==> config.mk <==
export PLATFORM = sky130hd
export DESIGN_NAME = matrix_multiply_4x4_top
export DESIGN_NICKNAME = d
export VERILOG_FILES = /design/src/design/mm4_pkg.sv /design/src/design/matrix_multiply_4x4_top.sv /design/src/design/mm4_ram.sv /design/src/design/mm4_ctrl.sv /design/src/design/mm4_dp.sv
export SDC_FILE = /design/constraint.sdc
export NUM_CORES = 1
export LEC_CHECK = 0
export ABC_CLOCK_PERIOD_IN_PS = 6640
export BUFFER_PORTS_ARGS = -buffer_cell sky130_fd_sc_hd__buf_2
export CAP_MARGIN = 20
export CELL_PAD_IN_SITES_DETAIL_PLACEMENT = 1
export CELL_PAD_IN_SITES_GLOBAL_PLACEMENT = 2
export CORE_AREA = 2 2 293 295
export DETAILED_ROUTE_END_ITERATION = 10
export DIE_AREA = 0 0 295 297
export HOLD_SLACK_MARGIN = 0.1
export PLACE_DENSITY_LB_ADDON = 0.1
export REMOVE_ABC_BUFFERS = 1
export SETUP_SLACK_MARGIN = 0.1
export SLEW_MARGIN = 20
export SYNTH_ARGS = -nofsm -noshare
export SYNTH_HDL_FRONTEND = slang
export SYNTH_SLANG_ARGS = --single-unit
==> constraint.sdc <==
create_clock -name clk -period 6.64 [get_ports clk]
set_input_delay 0.664 -clock clk [delete_from_list [all_inputs] [get_ports clk]]
set_output_delay 0.664 -clock clk [all_outputs]
set_load 0.02 [all_outputs]
==> src/design/mm4_pkg.sv <==
// ----------------------------------------------------------------------------
// mm4_pkg
// Shared types and constants for the fixed-point square matrix multiplier:
// channel payloads, controller states and the controller/datapath bundles.
// ----------------------------------------------------------------------------
package mm4_pkg;

	// Element width of A and B (signed Q8.8); a result is SUM_W bits (signed Q19.16).
	localparam int ELEM_W = 16;
	localparam int PROD_W = 2 * ELEM_W;
	localparam int SUM_W  = 35;

	// Largest supported matrix size and the address width it needs.
	localparam int MAX_DIM = 8;
	localparam int MAX_AW  = $clog2(MAX_DIM * MAX_DIM);

	// One input transaction: same-position elements of A and B.
	typedef struct packed {
		logic signed [ELEM_W-1:0] a_value;
		logic signed [ELEM_W-1:0] b_value;
	} in_t;

	// One output transaction: one element of C.
	typedef struct packed {
		logic signed [SUM_W-1:0] product_value;
		logic                    is_last;
	} out_t;

	// Controller states.
	typedef enum logic {
		ST_LOAD,
		ST_CALC
	} state_t;

	// Commands from the controller to the datapath.
	typedef struct packed {
		logic              wr_en;
		logic [MAX_AW-1:0] wr_addr;
		logic              rd_en;
		logic [MAX_AW-1:0] a_addr;
		logic [MAX_AW-1:0] b_addr;
		logic              first;
		logic              last_k;
		logic              last_elem;
	} cmd_t;

	// Status from the datapath to the controller.
	typedef struct packed {
		logic adv;
	} stat_t;

endpackage

==> src/design/matrix_multiply_4x4_top.sv <==
// ----------------------------------------------------------------------------
// matrix_multiply_4x4_top
// Square matrix product C = A x B in signed fixed point, DIM x DIM elements.
// ----------------------------------------------------------------------------
// Each input transaction carries one Q8.8 element of A and the element of B
// at the same position, in row-major order. The input takes one transaction
// per cycle while loading; after the DIM*DIM-th one it stalls while the
// product is formed. One multiply-accumulate unit reading one element of
// each store per cycle, unless a full output register is stalled, computes
// C. Products pass the store read registers and the multiplier register,
// and each finished sum goes to the output register; the elements of C
// appear in row-major order as exact Q19.16 sums, and is_last marks the
// final one. The input is accepted again as soon as the last
// multiply-accumulate is issued.
// ----------------------------------------------------------------------------
module matrix_multiply_4x4_top #(
	parameter int DIM = 4
) (
	input  logic          clk,
	input  logic          arst_n,
	input  logic          item_valid,
	output logic          item_stall,
	input  mm4_pkg::in_t  item,
	output logic          result_valid,
	input  logic          result_stall,
	output mm4_pkg::out_t result
);
	import mm4_pkg::*;

	cmd_t  cmd;
	stat_t stat;

	// Sequencing of loads and multiply-accumulates.
	mm4_ctrl #(.DIM(DIM)) u_ctrl (
		.clk       (clk),
		.arst_n    (arst_n),
		.item_valid(item_valid),
		.item_stall(item_stall),
		.stat      (stat),
		.cmd       (cmd)
	);

	// Stores, multiplier, accumulator and output register.
	mm4_dp #(.DIM(DIM)) u_dp (
		.clk         (clk),
		.arst_n      (arst_n),
		.cmd         (cmd),
		.stat        (stat),
		.item        (item),
		.result_valid(result_valid),
		.result_stall(result_stall),
		.result      (result)
	);

endmodule

==> src/design/mm4_ram.sv <==
// ----------------------------------------------------------------------------
// mm4_ram
// Generic single-port-write, single-port-read RAM with a registered read.
// ----------------------------------------------------------------------------
module mm4_ram #(
	parameter int WIDTH = 16,
	parameter int DEPTH = 16
) (
	input  logic                     clk,
	input  logic                     wr_en,
	input  logic [$clog2(DEPTH)-1:0] wr_addr,
	input  logic [WIDTH-1:0]         wr_data,
	input  logic                     rd_en,
	input  logic [$clog2(DEPTH)-1:0] rd_addr,
	output logic [WIDTH-1:0]         rd_data
);

	logic [WIDTH-1:0] mem_q [DEPTH];
	logic [WIDTH-1:0] rd_data_q;

	// Write port.
	always_ff @(posedge clk) begin
		if (wr_en) begin
			mem_q[wr_addr] <= wr_data;
		end
	end

	// Registered read port; the data holds while rd_en is low.
	always_ff @(posedge clk) begin
		if (rd_en) begin
			rd_data_q <= mem_q[rd_addr];
		end
	end

	assign rd_data = rd_data_q;

endmodule

==> src/design/mm4_ctrl.sv <==
// ----------------------------------------------------------------------------
// mm4_ctrl
// Controller: counts loaded elements, then walks row, column and inner index
// to issue one multiply-accumulate per cycle to the datapath while it advances.
// ----------------------------------------------------------------------------
module mm4_ctrl #(
	parameter int DIM = 4
) (
	input  logic           clk,
	input  logic           arst_n,
	input  logic           item_valid,
	output logic           item_stall,
	input  mm4_pkg::stat_t stat,
	output mm4_pkg::cmd_t  cmd
);
	import mm4_pkg::*;

	localparam int NELEM = DIM * DIM;
	localparam int AW    = $clog2(NELEM);
	localparam int IW    = $clog2(DIM);

	localparam logic [AW-1:0] LAST_LOAD = AW'(NELEM - 1);
	localparam logic [AW-1:0] DIM_A     = AW'(DIM);
	localparam logic [IW-1:0] LAST_IDX  = IW'(DIM - 1);

	state_t        state_q, state_nxt;
	logic [AW-1:0] load_cnt_q;
	logic [IW-1:0] row_q, col_q, k_q;
	logic [AW-1:0] row_a, col_a, k_a;
	logic [AW-1:0] a_idx, b_idx;
	logic          load_acc, last_k, last_elem;

	assign load_acc  = (state_q == ST_LOAD) && item_valid;
	assign last_k    = (k_q == LAST_IDX);
	assign last_elem = (row_q == LAST_IDX) && (col_q == LAST_IDX) && last_k;

	// Row-major addresses of A[row][k] and B[k][col].
	assign row_a = AW'(row_q);
	assign col_a = AW'(col_q);
	assign k_a   = AW'(k_q);
	assign a_idx = row_a * DIM_A + k_a;
	assign b_idx = k_a * DIM_A + col_a;

	// Next-state logic.
	always_comb begin
		state_nxt = state_q;
		case (state_q)
			ST_LOAD: begin
				if (load_acc && (load_cnt_q == LAST_LOAD)) begin
					state_nxt = ST_CALC;
				end
			end
			ST_CALC: begin
				if (stat.adv && last_elem) begin
					state_nxt = ST_LOAD;
				end
			end
			default: state_nxt = ST_LOAD;
		endcase
	end

	// Output logic.
	always_comb begin
		item_stall    = 1'b1;
		cmd           = '0;
		cmd.wr_addr   = MAX_AW'(load_cnt_q);
		cmd.a_addr    = MAX_AW'(a_idx);
		cmd.b_addr    = MAX_AW'(b_idx);
		cmd.first     = (k_q == '0);
		cmd.last_k    = last_k;
		cmd.last_elem = last_elem;
		case (state_q)
			ST_LOAD: begin
				item_stall = 1'b0;
				cmd.wr_en  = item_valid;
			end
			ST_CALC: begin
				cmd.rd_en = stat.adv;
			end
			default: item_stall = 1'b1;
		endcase
	end

	// State, load counter and index counters.
	always_ff @(posedge clk or negedge arst_n) begin
		if (!arst_n) begin
			state_q    <= ST_LOAD;
			load_cnt_q <= '0;
			row_q      <= '0;
			col_q      <= '0;
			k_q        <= '0;
		end else begin
			state_q <= state_nxt;
			if (load_acc) begin
				load_cnt_q <= (load_cnt_q == LAST_LOAD) ? '0 : load_cnt_q + 1'b1;
			end
			if ((state_q == ST_CALC) && stat.adv) begin
				if (last_k) begin
					k_q <= '0;
					if (col_q == LAST_IDX) begin
						col_q <= '0;
						row_q <= (row_q == LAST_IDX) ? '0 : row_q + 1'b1;
					end else begin
						col_q <= col_q + 1'b1;
					end
				end else begin
					k_q <= k_q + 1'b1;
				end
			end
		end
	end

endmodule

==> src/design/mm4_dp.sv <==
// ----------------------------------------------------------------------------
// mm4_dp
// Datapath: element stores for A and B, one multiplier, the accumulator and
// the output register. The whole compute pipeline halts only while the
// output register is full and stalled.
// ----------------------------------------------------------------------------
module mm4_dp #(
	parameter int DIM = 4
) (
	input  logic           clk,
	input  logic           arst_n,
	input  mm4_pkg::cmd_t  cmd,
	output mm4_pkg::stat_t stat,
	input  mm4_pkg::in_t   item,
	output logic           result_valid,
	input  logic           result_stall,
	output mm4_pkg::out_t  result
);
	import mm4_pkg::*;

	localparam int NELEM = DIM * DIM;
	localparam int AW    = $clog2(NELEM);

	logic                     adv;
	logic [ELEM_W-1:0]        a_rd, b_rd;
	logic                     v_s1, first_s1, lastk_s1, lastel_s1;
	logic                     v_s2, first_s2, lastk_s2, lastel_s2;
	logic signed [PROD_W-1:0] prod_s2;
	logic signed [SUM_W-1:0]  acc_q, sum_nxt;
	logic                     out_valid_q;
	out_t                     out_q;

	// The pipeline moves unless a finished result is waiting and stalled.
	assign adv      = !out_valid_q || !result_stall;
	assign stat.adv = adv;

	// Element stores.
	mm4_ram #(.WIDTH(ELEM_W), .DEPTH(NELEM)) u_left_store (
		.clk    (clk),
		.wr_en  (cmd.wr_en),
		.wr_addr(cmd.wr_addr[AW-1:0]),
		.wr_data(item.a_value),
		.rd_en  (cmd.rd_en),
		.rd_addr(cmd.a_addr[AW-1:0]),
		.rd_data(a_rd)
	);

	mm4_ram #(.WIDTH(ELEM_W), .DEPTH(NELEM)) u_right_store (
		.clk    (clk),
		.wr_en  (cmd.wr_en),
		.wr_addr(cmd.wr_addr[AW-1:0]),
		.wr_data(item.b_value),
		.rd_en  (cmd.rd_en),
		.rd_addr(cmd.b_addr[AW-1:0]),
		.rd_data(b_rd)
	);

	// Control tags that follow the read data down the pipeline.
	always_ff @(posedge clk or negedge arst_n) begin
		if (!arst_n) begin
			v_s1      <= 1'b0;
			first_s1  <= 1'b0;
			lastk_s1  <= 1'b0;
			lastel_s1 <= 1'b0;
			v_s2      <= 1'b0;
			first_s2  <= 1'b0;
			lastk_s2  <= 1'b0;
			lastel_s2 <= 1'b0;
		end else if (adv) begin
			v_s1      <= cmd.rd_en;
			first_s1  <= cmd.first;
			lastk_s1  <= cmd.last_k;
			lastel_s1 <= cmd.last_elem;
			v_s2      <= v_s1;
			first_s2  <= first_s1;
			lastk_s2  <= lastk_s1;
			lastel_s2 <= lastel_s1;
		end
	end

	// Multiplier stage.
	always_ff @(posedge clk) begin
		if (adv) begin
			prod_s2 <= $signed(a_rd) * $signed(b_rd);
		end
	end

	// The first product of an element starts a new sum.
	assign sum_nxt = first_s2 ? SUM_W'(prod_s2) : acc_q + SUM_W'(prod_s2);

	// Accumulator and output payload.
	always_ff @(posedge clk) begin
		if (adv && v_s2) begin
			acc_q <= sum_nxt;
			if (lastk_s2) begin
				out_q.product_value <= sum_nxt;
				out_q.is_last       <= lastel_s2;
			end
		end
	end

	// Output valid flag.
	always_ff @(posedge clk or negedge arst_n) begin
		if (!arst_n) begin
			out_valid_q <= 1'b0;
		end else if (adv && v_s2 && lastk_s2) begin
			out_valid_q <= 1'b1;
		end else if (!result_stall) begin
			out_valid_q <= 1'b0;
		end
	end

	assign result_valid = out_valid_q;
	assign result       = out_q;

endmodule

# Yosys cells after proc, flatten, opt, wreduce, memory -nomap -nowiden
# Memories as Yosys holds them, arrays and structs flattened. A register that Yosys moved wholly into a read port is not among the register bits.
# Index checks and enable logic that the tools add are counted.
[op_classes]
bitwise = 1
n_reduce_logical = 15
n_mux = 15
n_eq_ne = 5
mul = 1
n_addsub = 7
[op_table]
columns = ["operator", "count"]
rows = [
  ["adder 35 x 32 -> 35 bit", 1],
  ["two-way mux 35 bit", 1],
  ["multiplier 16 x 16 -> 32 bit", 1],
  ["two-way mux 1 bit", 9],
  ["adder 4 x 2 -> 4 bit", 2],
  ["logical AND 1 bit", 8],
  ["adder 2 x 1 -> 2 bit (second input constant)", 3],
  ["equality test 2 bit (second input constant)", 3],
  ["two-way mux 2 bit", 3],
  ["adder 4 x 1 -> 4 bit (second input constant)", 1],
  ["equality test 4 bit (second input constant)", 1],
  ["two-way mux 4 bit", 1],
  ["AND reduction 2 bit", 2],
  ["AND reduction 3 bit", 1],
  ["zero test 1 bit", 2],
  ["zero test 2 bit", 1],
  ["inequality test 2 x 1 -> 1 bit (second input constant)", 1],
  ["one-hot mux 1 bit (2 select lines)", 1],
  ["logical OR 1 bit", 1],
  ["NOT 1 bit", 1],
]
[word_totals]
regBits = 123
memories = 2
inputBits = 36
out_inout_bits = 38
elab_cells = 64
ramBits = 512
[memory_table]
columns = ["memory", "words", "word_bits", "read_ports", "rd_clocked_by_memory_dff", "wr", "line", "text"]
rows = [
  ["u_dp.u_left_store.mem_q", 16, 16, 1, 1, 1, "mm4_ram.sv:18", "logic [WIDTH-1:0] mem_q [DEPTH];"],
  ["u_dp.u_right_store.mem_q", 16, 16, 1, 1, 1, "mm4_ram.sv:18", ""],
]

# Longest topological paths before layout
# Gate-level depths: netlist of run 1.
[depth]
ltp_word = 6
depth_mapped = 23
ltp_nobuf = 22

# By module
# A second synthesis of run 1 with hierarchy kept.
[unflattened]
cells_unflattened = 2476
area_unflattened_um2 = 36404.9
[by_module_without_submodules]
columns = ["module", "seq_area_each_um2", "cells_per_inst", "instances", "area_per_inst_um2"]
rows = [
  ["mm4_ram", 8167.8, 432, 2, 10203.5],
  ["mm4_dp", 3318.2, 1550, 1, 15367.2],
  ["mm4_ctrl", 275.3, 62, 1, 630.6],
]

# Worst setup path before layout of run 1
# No wires, ideal clock.
[synth_timing]
path_kind = "flip-flop to flip-flop"
from = "register u_dp.u_left_store.rd_data_q[15] (netlist: u_dp.u_left_store.rd_data[15]), read port of u_dp.u_left_store.mem_q"
to = "register u_dp.prod_s2[31], data pin"
t_required_ns = 6.381
path_slack_ns = 0.486
t_arrival_ns = 5.895
setup_ns = 0.259
path_stages_with_launch = 22
n_path_buf = 1
synth_period_minus_slack_ns = 6.154
cell_sequence = "edfxtp_1 > clkbuf_1 > nand2_1 > inv_1 > fa_1 > fa_1 > fa_1 > fa_1 > fa_1 > inv_1 > fa_1 > inv_1 > ha_1 > a21o_1 > a21o_1 > a2111oi_0 > o32ai_1 > a21oi_1 > a2111oi_0 > nor2_1 > o21ai_1 > xnor2_1"
[synth_between]
elab_chain_len = 1
[synth_rtl]
columns = ["element", "line", "text"]
rows = [
  ["from (decl)", "mm4_ram.sv:19", "logic [WIDTH-1:0] rd_data_q;"],
  ["multiplier 16 x 16 -> 32 bit", "mm4_dp.sv:84", "prod_s2 <= $signed(a_rd) * $signed(b_rd);"],
  ["to (signal assigned)", "mm4_dp.sv:84", ""],
  ["to (decl)", "mm4_dp.sv:28", "logic signed [PROD_W-1:0] prod_s2;"],
]
# No other way between the ends.
# A chain may end at the register's enable or synchronous reset.

# Worst setup path after layout of run 1
[layout_timing]
from = "register u_dp.u_right_store.rd_data_q[6] (netlist: u_dp.u_right_store.rd_data[6]), read port of u_dp.u_right_store.mem_q"
to = "register u_dp.prod_s2[30], data pin"
[layout_between]
elab_chain_len = 1
[layout_rtl]
columns = ["element", "line"]
rows = [
  ["from (decl)", "mm4_ram.sv:19"],
  ["multiplier 16 x 16 -> 32 bit", "mm4_dp.sv:84"],
]
# No other way between the ends.

==> flow_metrics.tcl, run 1 <==
set metrics [dict create \
    status "complete, no violations" \
    path_buf_inv 7 \
    die_w_um 295 \
    finalSetupViolCount 0 \
    muxShareOfSynthArea_pct 10.3 \
    viasPerCell 5.21 \
    hold_path_class "in2reg" \
    yosysWarningCount 0 \
    final_nets 2928 \
    antenna_found_initial 7 \
    synth_cell_types 73 \
    drt-pass1-iter-count 5 \
    min_path_cells 2 \
    crit_path_end_kind "register" \
    setup_ws_ps 356 \
    overflow 0 \
    ff2ff_path_depth 23 \
    cp.depth 23 \
    fin_util_pct 48.6 \
    synth_seq_cells 667 \
    io_buffer_count 73 \
    ys_dominant_reg_cell "edfxtp_1" \
    grt_max_degree 62 \
    cp.required_ps 7090 \
    synth_enable_flop_cells 647 \
    chipHeight_um 297 \
    initial_utilization_pct 42.7 \
    worstSetupPathType "reg2reg" \
    synthXorXnorAreaFrac_pct 1.41 \
    min_period_over_period_pct 94.6 \
    crit_slowest_cell "fa_1" \
    wl_per_cell_um 22.8 \
    async_flop_share_pct 3.00 \
    grt_pass1_wl_um 131000 \
    diodes 0 \
    cts_buffers 75 \
    dr.first_iter.drc_count 1028 \
    hold_viol 0 \
    htreeDepth 3 \
    synthTopCellsByArea "edfxtp_1 (54%), fa_1 (15%), mux4_2 (10%)" \
    period_minus_slack_ps 6280 \
    cp-start-kind "register" \
    maxSlewViolCount 0 \
    arrival_ps 6730 \
    synthCells 2329 \
    dp_hpwl_um 54600 \
    fillers 8193 \
    synthSimpleGateAreaFrac_pct 6.37 \
    yosys.area.top_type "edfxtp_1" \
    synth_top_cell_area_share_pct 53.9 \
    post-synth-top-count-cell "edfxtp_1" \
    synth_compound_area_share_pct 3.75 \
    crit_path_frequent_cell "fa_1" \
    core_area_um2 84500 \
    area_growth_pct 13.7 \
    cap_violations 0 \
    die-area_um2 87600 \
    multi_input_area_um2 14800 \
    routed_wl_um 84400 \
    clk_latency_ps 640 \
    grt_util_all_layers_pct 19.9 \
    ios 74 \
    vias 19300 \
    syn_area_um2 36100 \
    cts.sinks 667 \
    tightest_slew_ps 1110 \
    register_area_um2 19900 \
    cts_tree "yes" \
    dp_slack_ps 14.3 \
    setup-tns-final_ps 0 \
    clockRootBuffer "clkbuf_16" \
    fmax_mhz 159 \
    clock_path_buffers 3 \
    max_slew_margin_pct 26.0 \
    synth_top_family_by_area "adder cells" \
    critPathTopFamily "adder cells" \
    finalClockSkew_ps 42.0 \
    synth-seq-area-share_pct 55.2 \
    synth_fa_ha_area_share_pct 18.9 \
    synthTopCellsByCount "edfxtp_1 (647), inv_1 (306), fa_1 (263)" \
    clkTransAtPathRegs_ps 60 \
    drc_errors 0 \
    slowest_delay_ps 530 \
    rsz0062_at_grt "false" \
    num_rows 107 \
    synth.avg_cell_area_um2 15.5 \
    drive_gt1_share_pct 19.9 \
    gp_congestion 0.807 \
    cp_cell_sequence "buf_4 > and2_1 > fa_1 > inv_1 > fa_1 > fa_1 > inv_1 > fa_1 > fa_1 > inv_1 > fa_1 > inv_1 > ha_1 > a21oi_2 > o21ai_1 > a21oi_2 > o41ai_4 > buf_4 > a2111oi_4 > buf_4 > nor3_4 > or3_1 > o311ai_1" \
    grt_pass1_vias 21800 \
    crit_fanout 10 \
    ant_nets 0 \
]
==> final timing paths <==
path,from,to,slack [ps]
max in group asynchronous,arst_n,u_dp.first_s2$_DFFE_PN0N_,5640
max reg2reg,u_dp.u_right_store.rd_data[6]$_DFFE_PP_,u_dp.prod_s2[30]$_DFFE_PN_,360
max,u_dp.u_right_store.rd_data[6]$_DFFE_PP_,u_dp.prod_s2[30]$_DFFE_PN_,360
min in group asynchronous,arst_n,u_ctrl.load_cnt_q[1]$_DFFE_PN0P_,550
min,result_stall,u_dp.result_valid$_DFFE_PN0P_,310
min reg2reg,u_dp.lastel_s2$_DFFE_PN0N_,u_dp.result[0]$_DFFE_PP_,440
==> per-layer routing <==
| layer | GRT usage (%) | up-vias | routed length, um |
|---|---|---|---|
| met5 | 0 | - | 92 |
| met4 | 5.77 | 14 | 2090 |
| met3 | 3.01 | 142 | 2890 |
| met2 | 34.1 | 309 | 42400 |
| met1 | 26.2 | 10100 | 36900 |
| li1 | - | 8665 | - |
==> layout make-up <==
type	instances	share of cell area, %
clock buffer	99	4.92
multi-input combinational	1275	36.0
tap	1144	3.49
clock inverter	31	0.836
timing repair buffer	179	3.35
sequential	667	48.6
inverter	307	2.81
==> what timing repair did <==
| item | in CTS | in global routing |
|---|---|---|
| setup endpoints to repair | 3 | 7 |
| setup buffers | 12 | 31 |
| hold buffers | 1 | 0 |
| hold endpoints to repair | 20 | 0 |
| resized for setup | 1 | 15 |
| pin swaps | 0 | 7 |
==> through the flow <==
stage,instance area [um2],instances,hold slack (ps)
6_report,41000,3702,314
3_3_place_gp,38100,3527,439
2_1_floorplan,35800,2249,368
3_5_place_dp,38100,3527,443
5_1_grt,41000,3702,316
4_1_cts,40600,3670,278
==> worst register-to-register path: cells and delay by family (launching register included) <==
kind	cells	cell delay [ps]
buf+inv	7	790
flops	1	440
compound gates	6	960
simple gates	3	610
fa+ha+maj	7	3310
==> cells by family after synthesis <==
kind of cell | Yosys count
compound gates | 203
xor+xnor | 58
fa+ha+maj | 387
buf+inv | 387
flops | 667
mux | 169
simple gates | 458
==> placed cells by master, fill, tap and decap left out, types with 14 or more instances in the layout <==
| master | n |
|---|---|
| nor2_1 | 44 |
| edfxtp_1 | 647 |
| o21ai_0 | 47 |
| clkbuf_16 | 76 |
| nand3_1 | 22 |
| xnor2_1 | 40 |
| buf_4 | 87 |
| fa_1 | 259 |
| a21o_1 | 18 |
| clkbuf_1 | 20 |
| buf_12 | 16 |
| and2_2 | 17 |
| mux4_2 | 160 |
| and2_1 | 127 |
| nand2_1 | 177 |
| buf_2 | 73 |
| nor3_1 | 17 |
| inv_1 | 306 |
| dfrtp_1 | 14 |
| ha_1 | 123 |
| a21oi_1 | 56 |
| xor2_1 | 18 |
==> registers in the layout, indices dropped and copies added (netlist names), 2 cells and up <==
register,flops
u_dp.acc_q,35
u_ctrl.col_q,2
u_dp.result,36
u_dp.u_left_store.mem_q,256
u_dp.u_right_store.rd_data,16
u_dp.u_left_store.rd_data,16
u_dp.prod_s2,32
u_ctrl.row_q,2
u_ctrl.load_cnt_q,4
u_dp.u_right_store.mem_q,256
u_ctrl.k_q,2
Power of run 1 is not shown: default switching activity piles up to over one toggle a cycle in this logic, so the estimate is an artifact.
==> run 2, diff against run 1 <==
--- a/config.mk
+++ b/config.mk
@@ -10,9 +10,10 @@
 export CAP_MARGIN = 20
 export CELL_PAD_IN_SITES_DETAIL_PLACEMENT = 1
 export CELL_PAD_IN_SITES_GLOBAL_PLACEMENT = 2
-export CORE_AREA = 2 2 293 295
+export CORE_AREA = 2 2 290 292
+export CTS_BUF_LIST = sky130_fd_sc_hd__clkbuf_4
 export DETAILED_ROUTE_END_ITERATION = 10
-export DIE_AREA = 0 0 295 297
+export DIE_AREA = 0 0 292 294
 export HOLD_SLACK_MARGIN = 0.1
 export PLACE_DENSITY_LB_ADDON = 0.1
 export REMOVE_ABC_BUFFERS = 1
==> flow_metrics.tcl, run 2 (same netlist as run 1, synthesis figures left out) <==
set metrics [dict create \
    maxSlewViolCount 0 \
    reg2reg_from "u_dp.u_right_store.rd_data[5]$_DFFE_PP_" \
    max_slew_margin_pct 27.3 \
    fmax_mhz 158 \
    vias 19900 \
    timing.rr.end "u_dp.prod_s2[31]$_DFFE_PN_" \
    wl_per_cell_um 21.9 \
    grt_max_degree 67 \
    grt_util_all_layers_pct 20.2 \
    gp_congestion 0.794 \
    fin_util_pct 49.3 \
    dr.first_iter.drc_count 913 \
    path_buf_inv 3 \
    grt_pass1_wl_um 131000 \
    min_to "u_dp.result[0]$_DFFE_PP_" \
    final_nets 3046 \
    post-place-cells 3458 \
    crit_slowest_cell "fa_1" \
    place_area_um2 37900 \
    slowest_delay_ps 580 \
    clockRootBuffer "clkbuf_4" \
    clkTransAtPathRegs_ps 60 \
    die_w_um 292 \
    layout_common_cells "edfxtp_1 (647), inv_1 (306), fa_1 (262), clkbuf_4 (254), nand2_1 (177)" \
    cts_tree "yes" \
    period_minus_slack_ps 6320 \
    hp-start "u_dp.lastel_s2$_DFFE_PN0N_" \
    die-area_um2 85800 \
    fillers 8125 \
    crit_fanout 10 \
    antenna_found_initial 5 \
    overflow 0 \
    worstSetupPathType "reg2reg" \
    finalSetupViolCount 0 \
    multi_input_area_um2 14700 \
    num_rows 106 \
    drive_gt1_share_pct 24.0 \
    clk_latency_ps 1050 \
    arrival_ps 7080 \
    drc_errors 0 \
    clock_path_buffers 3 \
    cp.required_ps 7400 \
    cts.sinks 667 \
    cp-start-kind "register" \
    io_buffer_count 73 \
    routed_wl_um 83900 \
    finalClockSkew_ps 67.4 \
    cp_cell_sequence "buf_4 > and2_1 > fa_1 > fa_1 > fa_1 > fa_1 > fa_1 > inv_1 > fa_1 > inv_1 > ha_1 > a21o_1 > a21o_1 > a2111oi_2 > o32ai_1 > a21oi_1 > a2111oi_1 > nor2_1 > o21ai_1 > xnor2_1" \
    register_area_um2 19900 \
    crit_path_end_kind "register" \
    hold_path_class "reg2reg" \
    drt-pass1-iter-count 5 \
    cts_buffers 172 \
    layout.cells.non_filler 3830 \
    fin_area_um2 40800 \
    chipHeight_um 294 \
    grt_pass1_vias 22500 \
    setup-tns-final_ps 0 \
    min_path_cells 0 \
    layout_commonest_cell "edfxtp_1" \
    min_period_over_period_pct 95.1 \
    hold_viol 0 \
    r2r_slack_ps 320 \
    ant_nets 0 \
    crit_path_frequent_cell "fa_1" \
    area_growth_pct 13.2 \
    initial_utilization_pct 43.5 \
    tightest_slew_ps 1090 \
    rsz0062_at_grt "false" \
    critPathTopFamily "adder cells" \
    viasPerCell 5.20 \
    htreeDepth 4 \
    ios 74 \
    dp_hpwl_um 54500 \
    ff2ff_path_depth 20 \
    core_area_um2 82900 \
    status "complete, no violations" \
    cap_violations 0 \
]
[run 2: cell count changes in the layout (fill, tap and decap cells not counted), moves of 8 or more]
cell and change:
buf_12 -9, clkbuf_1 -20, clkbuf_16 -76, clkbuf_4 +254, clkinv_1 +16, clkinv_2 -8
diode_2 +10, dlygate4sd3_1 +35
[run 2: how the worst max path moves through the flow]
stage	startpoint	endpoint	slack, ps	cells after the start
global route	u_dp.u_right_store.rd_data[6]$_DFFE_PP_	u_dp.prod_s2[31]$_DFFE_PN_	90	21
CTS	u_dp.u_left_store.rd_data[5]$_DFFE_PP_	u_dp.prod_s2[31]$_DFFE_PN_	130	20
floorplan	u_dp.u_left_store.rd_data[15]$_DFFE_PP_	u_dp.prod_s2[31]$_DFFE_PN_	560	20
detailed placement	u_dp.u_left_store.rd_data[12]$_DFFE_PP_	u_dp.prod_s2[31]$_DFFE_PN_	-10	19
finish	u_dp.u_right_store.rd_data[5]$_DFFE_PP_	u_dp.prod_s2[31]$_DFFE_PN_	320	20
global placement	u_dp.u_left_store.rd_data[12]$_DFFE_PP_	u_dp.prod_s2[31]$_DFFE_PN_	130	20
[run 2: cell type report]
class | instances | share of cell area (%)
sequential | 667 | 48.8
clock buffer | 254 | 4.67
timing repair buffer | 200 | 3.65
antenna | 10 | 0.0613
clock inverter | 37 | 0.542
multi-input combinational | 1275 | 36.1
tap | 1080 | 3.31
inverter | 307 | 2.82
[run 2: routing by layer]
metal	vias up	part of all wire, %	global-route usage (%)
li1	9013	-	-
met1	10300	43	25.4
met2	432	51	35.1
met3	163	4.0	3.69
met4	4	2.8	7.51
met5	-	0.036	0
[run 2: per-stage QoR]
stage	setup WS, ps	hold WS (ps)
floorplan	557	368
global placement	125	439
detailed placement	-9.95	445
CTS	125	363
global route	86.1	390
finish	323	445
[run 2: timing repair]
action | 4_1_cts | 5_1_grt
gates cloned | 0 | 0
pin swaps | 0 | 2
setup endpoints to repair | 1 | 6
hold buffers | 37 | 0
hold endpoints to repair | 538 | 0
setup buffers | 14 | 19
gates resized for setup | 1 | 11
Power of run 2 is left out for the same reason.
==> run 3, diff against run 2 <==
--- a/config.mk
+++ b/config.mk
@@ -5,15 +5,15 @@
 export SDC_FILE = /design/constraint.sdc
 export NUM_CORES = 1
 export LEC_CHECK = 0
-export ABC_CLOCK_PERIOD_IN_PS = 6640
+export ABC_CLOCK_PERIOD_IN_PS = 7550
 export BUFFER_PORTS_ARGS = -buffer_cell sky130_fd_sc_hd__buf_2
 export CAP_MARGIN = 20
 export CELL_PAD_IN_SITES_DETAIL_PLACEMENT = 1
 export CELL_PAD_IN_SITES_GLOBAL_PLACEMENT = 2
-export CORE_AREA = 2 2 290 292
+export CORE_AREA = 2 2 264 266
 export CTS_BUF_LIST = sky130_fd_sc_hd__clkbuf_4
 export DETAILED_ROUTE_END_ITERATION = 10
-export DIE_AREA = 0 0 292 294
+export DIE_AREA = 0 0 266 268
 export HOLD_SLACK_MARGIN = 0.1
 export PLACE_DENSITY_LB_ADDON = 0.1
 export REMOVE_ABC_BUFFERS = 1
==> constraint.sdc (replaced) <==
create_clock -name clk -period 7.55 [get_ports clk]
set_input_delay 0.755 -clock clk [delete_from_list [all_inputs] [get_ports clk]]
set_output_delay 0.755 -clock clk [all_outputs]
set_load 0.02 [all_outputs]
==> flow_metrics.tcl, run 3 (same netlist as run 1, synthesis figures left out) <==
set metrics [dict create \
    dp_hpwl_um 52200 \
    io_buffer_count 73 \
    worstSetupPathType "reg2reg" \
    status "complete, no violations" \
    initial_utilization_pct 52.9 \
    setup-tns-final_ps 0 \
    cts_tree "yes" \
    grt.busiest_layer "met2" \
    num_rows 96 \
    maxSlewViolCount 0 \
    met1_usage_pct 31.1 \
    final_nets 2976 \
    wl_per_cell_um 22.9 \
    grt_pass1_wl_um 130000 \
    max_slew_margin_pct 26.1 \
    cts_buffers 170 \
    hold_path_class "in2reg" \
    cts.sinks 667 \
    clkTransAtPathRegs_ps 90 \
    drt-pass1-iter-count 5 \
    chipHeight_um 268 \
    r2r_slack_ps 680 \
    viasPerCell 5.57 \
    finalClockSkew_ps 70.9 \
    min_period_over_period_pct 90.9 \
    layout_common_cells "edfxtp_1 (647), inv_1 (306), fa_1 (263), clkbuf_4 (235), nand2_1 (178)" \
    die_w_um 266 \
    fmax_mhz 146 \
    ios 74 \
    antenna_found_initial 2 \
    vias 19900 \
    core_area_um2 68200 \
    rsz0062_at_grt "false" \
    dr.first_iter.drc_count 1376 \
    overflow 0 \
    grt_util_all_layers_pct 24.1 \
    grt_max_degree 72 \
    cp-start-kind "register" \
    tightest_slew_ps 1110 \
    met3_usage_pct 4.43 \
    crit_path_end_kind "register" \
    routed_wl_um 81900 \
    layout_commonest_cell "edfxtp_1" \
    arrival_ps 7600 \
    clk_latency_ps 1010 \
    drive_gt1_share_pct 21.4 \
    grt_pass1_vias 22400 \
    cp.required_ps 8280 \
    ant_nets 0 \
    hold_viol 0 \
    globalRouteMet2Util_pct 41.6 \
    clockRootBuffer "clkbuf_4" \
    clock_path_buffers 3 \
    htreeDepth 4 \
    cap_violations 0 \
    gp_congestion 0.804 \
    period_minus_slack_ps 6870 \
    drc_errors 0 \
    cts_resized 0 \
    die-area_um2 71300 \
    fin_util_pct 58.7 \
    finalSetupViolCount 0 \
    area_growth_pct 10.9 \
    crit_fanout 16 \
]
-- run 3: path summary, 6_finish.rpt --
path | start | to | cells after the start
setup / recovery | u_dp.u_left_store.rd_data[15]$_DFFE_PP_ | u_dp.prod_s2[31]$_DFFE_PN_ | 20
hold / removal | item_valid | u_ctrl.load_cnt_q[1]$_DFFE_PN0P_ | 3
setup reg to reg | u_dp.u_left_store.rd_data[15]$_DFFE_PP_ | u_dp.prod_s2[31]$_DFFE_PN_ | 20
hold reg to reg | u_dp.lastel_s1$_DFFE_PN0N_ | u_dp.lastel_s2$_DFFE_PN0N_ | 1
max in group asynchronous | arst_n | u_ctrl.col_q[0]$_DFFE_PN0P_ | 2
min in group asynchronous | arst_n | u_ctrl.load_cnt_q[1]$_DFFE_PN0P_ | 2
-- run 3: routing by layer --
metal	wire length, um	up-vias	share of wire [%]
met2	41900	495	51
li1	-	8869	-
met4	1780	2	2.2
met3	3790	129	4.6
met5	11	-	0.013
met1	34400	10400	42
-- run 3: final cells by class --
type                    count  area, um2
fillers                  6437      28200
well taps                 882       1100
clock inverters            68        447
flip-flops and latches    667      19900
repair buffers            132        893
inverters                 307       1150
multi-input cells        1275      14700
diodes                      3       7.51
clock buffers             235       1760
-- run 3: metrics by stage --
stage / area [um2] / setup WS, ps / std cells / hold slack [ps]
after global placement: 37500 / 779 / 3229 / 433
after floorplan: 35800 / 1470 / 2249 / 421
after detailed placement: 37500 / 712 / 3229 / 435
final: 40000 / 684 / 3569 / 260
after global routing: 40000 / 301 / 3567 / 232
after CTS: 40000 / 743 / 3566 / 104
-- run 3: what timing repair did --
| action | in CTS | in global routing |
|---|---|---|
| endpoints found under the hold margin | 535 | 0 |
| setup buffers | 0 | 0 |
| hold buffers | 34 | 0 |
-- run 3: worst max-delay path, cell delays in order (launching register included) --
cell and delay [ps]:
edfxtp_1 630, nand2_1 220, inv_1 110, fa_1 780
fa_1 510, fa_1 500, fa_1 510, fa_1 500
inv_1 50, fa_1 470, inv_1 40, ha_1 340
a21o_1 180, a21o_1 170, a2111oi_0 600, o32ai_1 200
a21oi_1 220, a2111oi_0 150, nor2_1 200, o21ai_1 120
xnor2_1 130
Power of run 3 is left out for the same reason.
